### src/design/sjwm_pkg.sv
package sjwm_pkg;

  // sizing of the interval store and the window
  localparam int CONTIGS  = 16;
  localparam int IPC      = 64;   // intervals per contig
  localparam int WINDOW   = 32;
  localparam int DEPTH    = CONTIGS * IPC;

  localparam int ADDR_W    = $clog2(DEPTH);
  localparam int CIDX_W    = $clog2(CONTIGS);
  localparam int IDX_W     = $clog2(IPC + 1);
  localparam int WLEN_W    = $clog2(WINDOW + 1);
  localparam int OFF_W     = 5;
  localparam int SPAN_W    = 31;
  localparam int CONTIG_W  = 4;
  localparam int STRAND_W  = 2;
  localparam int MARK_W    = 4;
  localparam int FIRST_W   = 8;
  localparam int STATUS_W  = 2;
  localparam int CNT_W     = 5;
  localparam int ENTRY_W   = 2 * SPAN_W + STRAND_W;

  localparam logic [MARK_W-1:0] MARK_PLUS_START  = 4'd1;
  localparam logic [MARK_W-1:0] MARK_PLUS_END    = 4'd2;
  localparam logic [MARK_W-1:0] MARK_MINUS_END   = 4'd4;
  localparam logic [MARK_W-1:0] MARK_MINUS_START = 4'd8;

  localparam logic [STRAND_W-1:0] STRAND_NONE = 2'd0;
  localparam logic [STRAND_W-1:0] STRAND_PLUS = 2'd1;

  typedef enum logic [1:0] {
    MODE_LOAD  = 2'd0,
    MODE_QUERY = 2'd1,
    MODE_CLEAR = 2'd2,
    MODE_NOP   = 2'd3
  } mode_e;

  typedef enum logic [STATUS_W-1:0] {
    ST_OK       = 2'd0,
    ST_NO_TABLE = 2'd1,
    ST_FULL     = 2'd2
  } status_e;

  typedef enum logic [2:0] {
    S_IDLE,
    S_LOAD,
    S_QINIT,
    S_BS_RD,
    S_BS_CMP,
    S_SC_RD,
    S_SC_CHK,
    S_EMIT
  } state_e;

  typedef struct packed {
    logic accept;
    logic load_exec;
    logic q_init;
    logic bs_issue;
    logic bs_cmp;
    logic bs_done;
    logic sc_issue;
    logic sc_chk;
    logic emit_next;
  } cmd_t;

  typedef struct packed {
    logic q_err;
    logic bs_more;
    logic sc_more;
    logic emit_last;
  } stat_t;

endpackage

### src/design/sjwm_ctrl.sv
module sjwm_ctrl (
  input  logic             clk_i,
  input  logic             rst_ni,
  input  logic             s_valid_i,
  input  sjwm_pkg::mode_e  mode_i,
  output logic             s_ready_o,
  output logic             m_valid_o,
  input  logic             m_ready_i,
  output sjwm_pkg::cmd_t   cmd_o,
  input  sjwm_pkg::stat_t  stat_i
);
  import sjwm_pkg::*;

  state_e state_q, state_d;

  always_ff @(posedge clk_i or negedge rst_ni) begin
    if (!rst_ni) begin
      state_q <= S_IDLE;
    end else begin
      state_q <= state_d;
    end
  end

  // next state
  always_comb begin
    state_d = state_q;
    unique case (state_q)
      S_IDLE: begin
        if (s_valid_i) begin
          unique case (mode_i)
            MODE_LOAD:  state_d = S_LOAD;
            MODE_QUERY: state_d = S_QINIT;
            default:    state_d = S_IDLE;
          endcase
        end
      end
      S_LOAD:   state_d = S_EMIT;
      S_QINIT:  state_d = stat_i.q_err ? S_EMIT : S_BS_RD;
      S_BS_RD:  state_d = stat_i.bs_more ? S_BS_CMP : S_SC_RD;
      S_BS_CMP: state_d = S_BS_RD;
      S_SC_RD:  state_d = stat_i.sc_more ? S_SC_CHK : S_EMIT;
      S_SC_CHK: state_d = S_SC_RD;
      S_EMIT: begin
        if (m_ready_i && stat_i.emit_last) begin
          state_d = S_IDLE;
        end
      end
      default:  state_d = S_IDLE;
    endcase
  end

  // outputs
  always_comb begin
    cmd_o     = '0;
    s_ready_o = 1'b0;
    m_valid_o = 1'b0;
    unique case (state_q)
      S_IDLE: begin
        s_ready_o    = 1'b1;
        cmd_o.accept = s_valid_i;
      end
      S_LOAD:   cmd_o.load_exec = 1'b1;
      S_QINIT:  cmd_o.q_init = 1'b1;
      S_BS_RD: begin
        cmd_o.bs_issue = stat_i.bs_more;
        cmd_o.bs_done  = !stat_i.bs_more;
      end
      S_BS_CMP: cmd_o.bs_cmp = 1'b1;
      S_SC_RD:  cmd_o.sc_issue = stat_i.sc_more;
      S_SC_CHK: cmd_o.sc_chk = 1'b1;
      S_EMIT: begin
        m_valid_o       = 1'b1;
        cmd_o.emit_next = m_ready_i;
      end
      default: ;
    endcase
  end

  a_no_overlap: assert property (@(posedge clk_i) disable iff (!rst_ni)
    !(s_ready_o && m_valid_o))
    else $error("input taken while a result is pending");

  a_last_ends: assert property (@(posedge clk_i) disable iff (!rst_ni)
    (m_valid_o && m_ready_i && stat_i.emit_last) |=> (state_q == S_IDLE))
    else $error("results continue after last");

endmodule

### config.mk
export PLATFORM = sky130hd
export DESIGN_NAME = sjwm_ctrl
export DESIGN_NICKNAME = d
export VERILOG_FILES = /design/src/design/sjwm_pkg.sv /design/src/design/sjwm_ctrl.sv
export SDC_FILE = /design/constraint.sdc
export NUM_CORES = 1
export LEC_CHECK = 0
export ABC_AREA = 1
export BUFFER_PORTS_ARGS = -buffer_cell sky130_fd_sc_hd__buf_2
export CAP_MARGIN = 5
export CORE_AREA = 2 2 39 41
export CTS_BUF_LIST = sky130_fd_sc_hd__clkbuf_8
export DETAILED_ROUTE_END_ITERATION = 8
export DIE_AREA = 0 0 41 43
export SETUP_SLACK_MARGIN = 0.1
export SLEW_MARGIN = 10
export SYNTH_ARGS = -nofsm -noshare
export SYNTH_HDL_FRONTEND = slang
export SYNTH_SLANG_ARGS = --single-unit
### constraint.sdc
create_clock -name clk_i -period 1.2 [get_ports clk_i]
set_input_delay 0.12 -clock clk_i [delete_from_list [all_inputs] [get_ports clk_i]]
set_output_delay 0.12 -clock clk_i [all_outputs]
set_load 0.02 [all_outputs]
Word-level counts from Yosys, hierarchy flattened:

Cells that the tools add are included.

* flip-flop bits (word level): 3
* logic and storage cells: 34
* output and inout port bits: 11
* input bits: 10

* multiplexer cells: 18
* eq/ne operators: 10
* reductions and logical operators: 5

Operators by type and width (number)
* one-hot mux 3 bit (8 select lines): 1
* 2-to-1 mux 1 bit: 13
* == test 3 bit (second input constant): 4
* 2-to-1 mux 3 bit: 3
* == test 3 x 2 -> 1 bit (second input constant): 2
* != test 2 bit (second input constant): 2
* one-hot mux 2 bit (2 select lines): 1
* == test 3 x 1 -> 1 bit (second input constant): 1
* logical NOT 3 bit: 1
* == test 2 x 1 -> 1 bit (second input constant): 1
* logical NOT 2 bit: 1
* AND reduction 2 bit: 1
* logical AND 1 bit: 1
* logical NOT 1 bit: 1

Longest topological paths before layout:

Gate-level depths: netlist of the first run.

* depth in word-level cells: 4
* gate-level depth with buffers: 6
* depth with buffers taken out: 6

Least setup slack after synthesis of the first run:

Ideal clock, no wire load.

* kind: register to output
* from: register state_q[2]
* to: output cmd_o[2] (netlist bit)
* path buffers: 0
* required time: 1080 ps
* cell stages (with the launch flop): 3
* path slack: -132 ps
* data arrival time: 1212 ps
* path through: dfrtp_1 > inv_2 > nor4_1

RTL lines
* start, declared: line sjwm_ctrl.sv:14 `state_e state_q, state_d;`
* start signal, assigned: line sjwm_ctrl.sv:20 `state_q <= state_d;`
* end, declared: line sjwm_ctrl.sv:9 `output sjwm_pkg::cmd_t cmd_o,`

==> results.json, run 1 <==
{
  "worst_slack_ns": -0.0495,
  "routedWlPerCell_um": 8.85,
  "cp.depth": 2,
  "hold_class": "input port to register",
  "r2r_end": "state_q[2]$_DFFE_PN0P_",
  "finalSetupTns_ns": -0.137,
  "pin_count": 21,
  "crit_family": "flip-flops",
  "cts_tree": "done",
  "hpwl_um": 631,
  "top_regs": "state_q (3)",
  "grt_pass1_wl_mm": 1.36,
  "track_usage": 0.114,
  "cts.root.buffer_cell": "clkbuf_8",
  "drt_iter0_markers": 5,
  "outcome": "complete, but fails checks",
  "antenna_found_initial": 0,
  "netlist.area_leader.share": 0.235,
  "cts.sinks": 3,
  "dieHeight_um": 43,
  "period_share": 1.04,
  "first_global_vias": 369,
  "slew_headroom": 0.869,
  "grt-ovfl-total": 0,
  "comb_power_share": 0.672,
  "seqPwrFrac": 0.167,
  "reg2reg_from": "state_q[2]$_DFFE_PN0P_",
  "crit_slowest_cell": "dfrtp_2",
  "endpoint": "cmd_o[2]",
  "p_leak_nw": 0.368,
  "ys_warn_count": 0,
  "insertion_delay_ns": 0.21,
  "worst_slew_pin_slew_ns": 0.195,
  "wl_um": 894,
  "rsz0062_at_grt": "true",
  "cts.reportedPaths.clkPinSlew_ns": 0.03,
  "antenna_cells": 0,
  "clock_skew_ns": 0.00640,
  "violations": "setup timing",
  "floorplan.initialDensity": 0.231,
  "end_kind": "primary output",
  "worst_ep_required_time_ns": 1.08,
  "internal-power_w": 0.000922,
  "cp-start-kind": "register",
  "ys_types": 18,
  "power_switching_w": 0.000827,
  "coreArea_sq_mm": 0.00138,
  "drtPass1Iterations": 3,
  "regMostFlops": "state_q",
  "syn_inst": 53,
  "synth.ff_latch_count": 3,
  "path_cells": "nor4_2 -> buf_4",
  "layout-drive-gt1-share": 0.647,
  "dpl.cell_count": 90,
  "finalSetupViolations": 5,
  "fp-row-count": 14,
  "hold_ws_ns": 0.207,
  "rrSetupSlack_ns": 0.02,
  "syn_area_sq_um": 319,
  "fill_cells": 144,
  "fmax_ghz": 0.800,
  "yosys.area.top_type": "dfrtp_1",
  "vias": 434,
  "largest_reg_flops": 3,
  "irDropWorstVdd_mv": 1.24,
  "max_cap_violations": 0,
  "layout_commonest_cell": "buf_4",
  "powerDensity_mw_per_mm2": 2650,
  "slowest_delay_ns": 0.46,
  "hold_viol_final": 0,
  "dieArea_sq_mm": 0.00176,
  "critical_path_class": "register to primary output",
  "crit_buf_inv": 1,
  "antenna_left": 0,
  "synth_area_leaders": "dfrtp_1 24%, inv_1 15%, nor2_1 12%",
  "cts_htree_levels": 1,
  "crit_arrival_ns": 1.13,
  "layout_common_cells": "11 x buf_4, 10 x buf_2, 9 x inv_1, 8 x nand2_1",
  "cts_buffers": 3,
  "pwr-share-clk": 0.161,
  "gp_congestion": 0.754,
  "fin_crit_ns": 1.25,
  "p_sw_frac": 0.473,
  "grt_start_max_net_pins": 7,
  "clockBufferDepth": 2,
  "reg2regPathDepth": 7,
  "startpoint": "state_q[1]$_DFFE_PN0P_",
  "drc": 0,
  "syn_to_final_growth_pct": 107,
  "critPathMaxFanout": 5,
  "via_per_inst": 4.30,
  "slew_viol_final": 0,
  "fin_util": 0.477,
  "synth_seq_area_share": 0.235,
  "die_w_um": 41,
  "synth_fp_nets": 63,
  "numPortBuffers": 20,
  "instances_no_fill": 101,
  "nets": 96,
  "synth_area_per_cell_sq_um": 6.02
}
[logic make-up after synthesis]
kind of cell	after synthesis	share of synthesized area
buf+inv	14	0.165
flops	3	0.235
simple gates	30	0.486
compound gates	6	0.114
[power groups by stage]
stage | Combinational [W] | Sequential [W] | Clock (W)
detailed placement | 0.000797 | 0.000243 | 0
global placement | 0.000801 | 0.000236 | 0
finish | 0.00117 | 0.000292 | 0.000282
floorplan | 0.000589 | 0.000232 | 0
global route | 0.00127 | 0.000309 | 0.000303
CTS | 0.000966 | 0.000268 | 0.000288
[repair_timing]
action	CTS	global route
endpoints found under the setup margin	14	14
hold buffers	1	0
resized for setup	16	21
pin swaps	3	3
hold endpoints to repair	3	0
gates cloned	0	0
setup buffers	3	3
[how the worst min path moves through the flow]
stage                          from                endpoint  slack, ns  cells past startpoint
after floorplan              rst_ni  state_q[0]$_DFFE_PN0P_      -0.18                      0
after global placement       rst_ni  state_q[2]$_DFFE_PN0P_      -0.08                      1
after detailed placement     rst_ni  state_q[2]$_DFFE_PN0P_      -0.08                      1
after CTS                 stat_i[3]  state_q[2]$_DFFE_PN0P_       0.21                      5
after global routing      stat_i[3]  state_q[2]$_DFFE_PN0P_       0.23                      5
final                     stat_i[3]  state_q[2]$_DFFE_PN0P_       0.21                      5
[metal layers]
layer  up-vias  track usage  share of wire
met5         -            0              0
met1       196        0.132           0.40
met3         0       0.0471          0.059
met2        11        0.178           0.54
met4         0       0.0400              0
li1        227            -              -
[synth_stat cells, drive strengths merged]
cell type	instances
nand4	1
nand3	2
nand2	11
nor4	1
nor3b	1
dfrtp	3
or2	1
nor3	1
inv	14
nor2	12
o211ai	1
o21ai	4
a21oi	1
[worst min-delay path: stages]
cell and delay [ns]:
buf_2 0.07, o21ai_1 0.06, inv_1 0.04, nand2_1 0.04, inv_1 0.04
[final cells by class]
class	count	area, sq um	area share
multi-input combinational	36	249	0.377
timing repair buffer	28	210	0.318
sequential	3	78.8	0.119
inverter	14	57.6	0.0871
clock buffer	3	41.3	0.0625
tap	16	20.0	0.0303
clock inverter	1	3.75	0.00568
[metrics by stage]
step | worst slack, ns | total power (W) | instance area (sq um)
global route | -0.102 | 0.00188 | 661
finish | -0.0495 | 0.00175 | 661
CTS | -0.0513 | 0.00152 | 574
global placement | 0.0406 | 0.00104 | 463
detailed placement | 0.0233 | 0.00104 | 463
floorplan | 0.0658 | 0.000821 | 335
Note: power is estimated with default switching activity, not from simulation.
==> inputs of run 2 (changes only) <==
--- a/constraint.sdc
+++ b/constraint.sdc
@@ -3,2 +3,2 @@
 set_output_delay 0.12 -clock clk_i [all_outputs]
-set_load 0.02 [all_outputs]
+set_load 0.1 [all_outputs]
==> results.json, run 2 (synthesis results as in run 1) <==
{
  "outcome": "complete, but fails checks",
  "violations": "setup timing",
  "hold_viol_final": 0,
  "whs_endpoint": "state_q[2]$_DFFE_PN0P_",
  "dieHeight_um": 43,
  "path_cells": "inv_2 -> nand3_2 -> clkinvlp_4 -> buf_12",
  "drt_iter0_markers": 1,
  "vias": 446,
  "antenna_left": 0,
  "fmax_ghz": 0.728,
  "slowest_delay_ns": 0.47,
  "multiInputGateArea_sq_um": 295,
  "numPortBuffers": 20,
  "via_per_inst": 4.17,
  "layout_commonest_cell": "buf_12",
  "layout_common_cells": "11 x buf_12, 9 x buf_2, 9 x buf_4, 8 x inv_1",
  "nets": 102,
  "r2r_end": "state_q[0]$_DFFE_PN0P_",
  "worst_slew_pin_slew_ns": 0.256,
  "fill_cells": 115,
  "wl_mm": 1.07,
  "coreArea_sq_mm": 0.00138,
  "hp-start": "stat_i[3]",
  "crit_slowest_cell": "dfrtp_2",
  "top_regs": "state_q (3)",
  "crit_arrival_ns": 1.25,
  "reg2regPathDepth": 6,
  "cts.sinks": 3,
  "dieArea_sq_mm": 0.00176,
  "antenna_found_initial": 0,
  "track_usage": 0.144,
  "finalSetupViolations": 12,
  "rsz0062_at_grt": "true",
  "floorplan.initialDensity": 0.231,
  "cp-start-kind": "register",
  "gp_congestion": 0.754,
  "slew_headroom": 0.828,
  "fp-row-count": 14,
  "end_kind": "primary output",
  "die_w_um": 41,
  "grt_start_max_net_pins": 6,
  "max_cap_violations": 0,
  "fin_util": 0.646,
  "grt_pass1_wl_mm": 1.71,
  "rrSetupSlack_ns": -0.03,
  "reg2reg_from": "state_q[1]$_DFFE_PN0P_",
  "clock_skew_ns": 0.00185,
  "worst_slack_ns": -0.173,
  "critPathMaxFanout": 5,
  "hold_class": "input port to register",
  "antenna_cells": 0,
  "cts.reportedPaths.clkPinSlew_ns": 0.03,
  "period_share": 1.14,
  "layout-drive-gt1-share": 0.736,
  "drtPass1Iterations": 2,
  "cts.root.buffer_cell": "clkbuf_8",
  "grt-ovfl-total": 0,
  "routedWlPerCell_um": 10.0,
  "holdPathStages": 5,
  "cts_buffers": 3,
  "instances_no_fill": 107,
  "clockBufferDepth": 2,
  "hpwl_um": 831,
  "drc": 0,
  "critical_path_class": "register to primary output",
  "worst_ep_required_time_ns": 1.08,
  "insertion_delay_ns": 0.21,
  "startpoint": "state_q[1]$_DFFE_PN0P_",
  "cts_htree_levels": 1,
  "first_global_vias": 431,
  "pin_count": 21,
  "cts_tree": "done",
  "regArea_sq_um": 77.6,
  "dpl.cell_count": 97,
  "largest_reg_flops": 3,
  "hold_ws_ns": 0.212,
  "slew_viol_final": 0,
  "fin_crit_ns": 1.37,
  "regMostFlops": "state_q",
  "syn_to_final_growth_pct": 180
}
-- run 2: cell count changes in the layout (fill, tap and decap cells not counted), sizes merged --
cell      previous run  this run
clkinvlp             0         3
buf                 27        33
inv                 15        12
-- run 2: metrics by stage --
stage | worst slack, ns | setup TNS, ns | cell area (sq um)
after floorplan | -0.476 | -3.22 | 399
after global placement | 0.0175 | 0 | 744
after detailed placement | -0.0612 | -0.118 | 744
after CTS | -0.192 | -1.66 | 878
after global routing | -0.223 | -2.29 | 895
final | -0.173 | -1.54 | 895
-- run 2: final cells by class --
type | instances | share of cell area
multi-input combinational | 36 | 0.330
clock inverter | 1 | 0.00420
sequential | 3 | 0.0867
timing repair buffer | 34 | 0.434
clock buffer | 3 | 0.0462
inverter | 14 | 0.0769
tap | 16 | 0.0224
-- run 2: critical path: cells and delay by family (launching register included) --
| kind | cells | cell delay [ns] |
|---|---|---|
| AND/OR/NAND/NOR | 1 | 0.14 |
| buffers and inverters | 3 | 0.43 |
| flip-flops | 1 | 0.47 |
-- run 2: how the worst max path moves through the flow --
stage          endpoint  cells past startpoint  slack [ns]
6_report       cmd_o[7]                      4       -0.17
5_1_grt        cmd_o[7]                      4       -0.22
4_1_cts        cmd_o[7]                      4       -0.19
3_5_place_dp   cmd_o[7]                      4       -0.06
3_3_place_gp   cmd_o[7]                      4        0.02
2_1_floorplan  cmd_o[2]                      1       -0.48
-- run 2: what timing repair did --
action | 4_1_cts | 5_1_grt
endpoints found under the hold margin | 3 | 0
gates resized for setup | 16 | 5
buffers inserted | 5 | 0
pin swaps | 5 | 3
endpoints found under the setup margin | 14 | 14
hold buffers | 1 | 0
-- run 2: layer usage --
metal,global-route usage,share of wire,vias to the layer above
met5,0,0,-
li1,-,-,240
met4,0.0800,0,0
met2,0.244,0.57,13
met1,0.163,0.38,193
met3,0.0157,0.040,0
Power of run 2 is not shown: default switching activity piles up to over one toggle a cycle in this logic, so the estimate is an artifact.
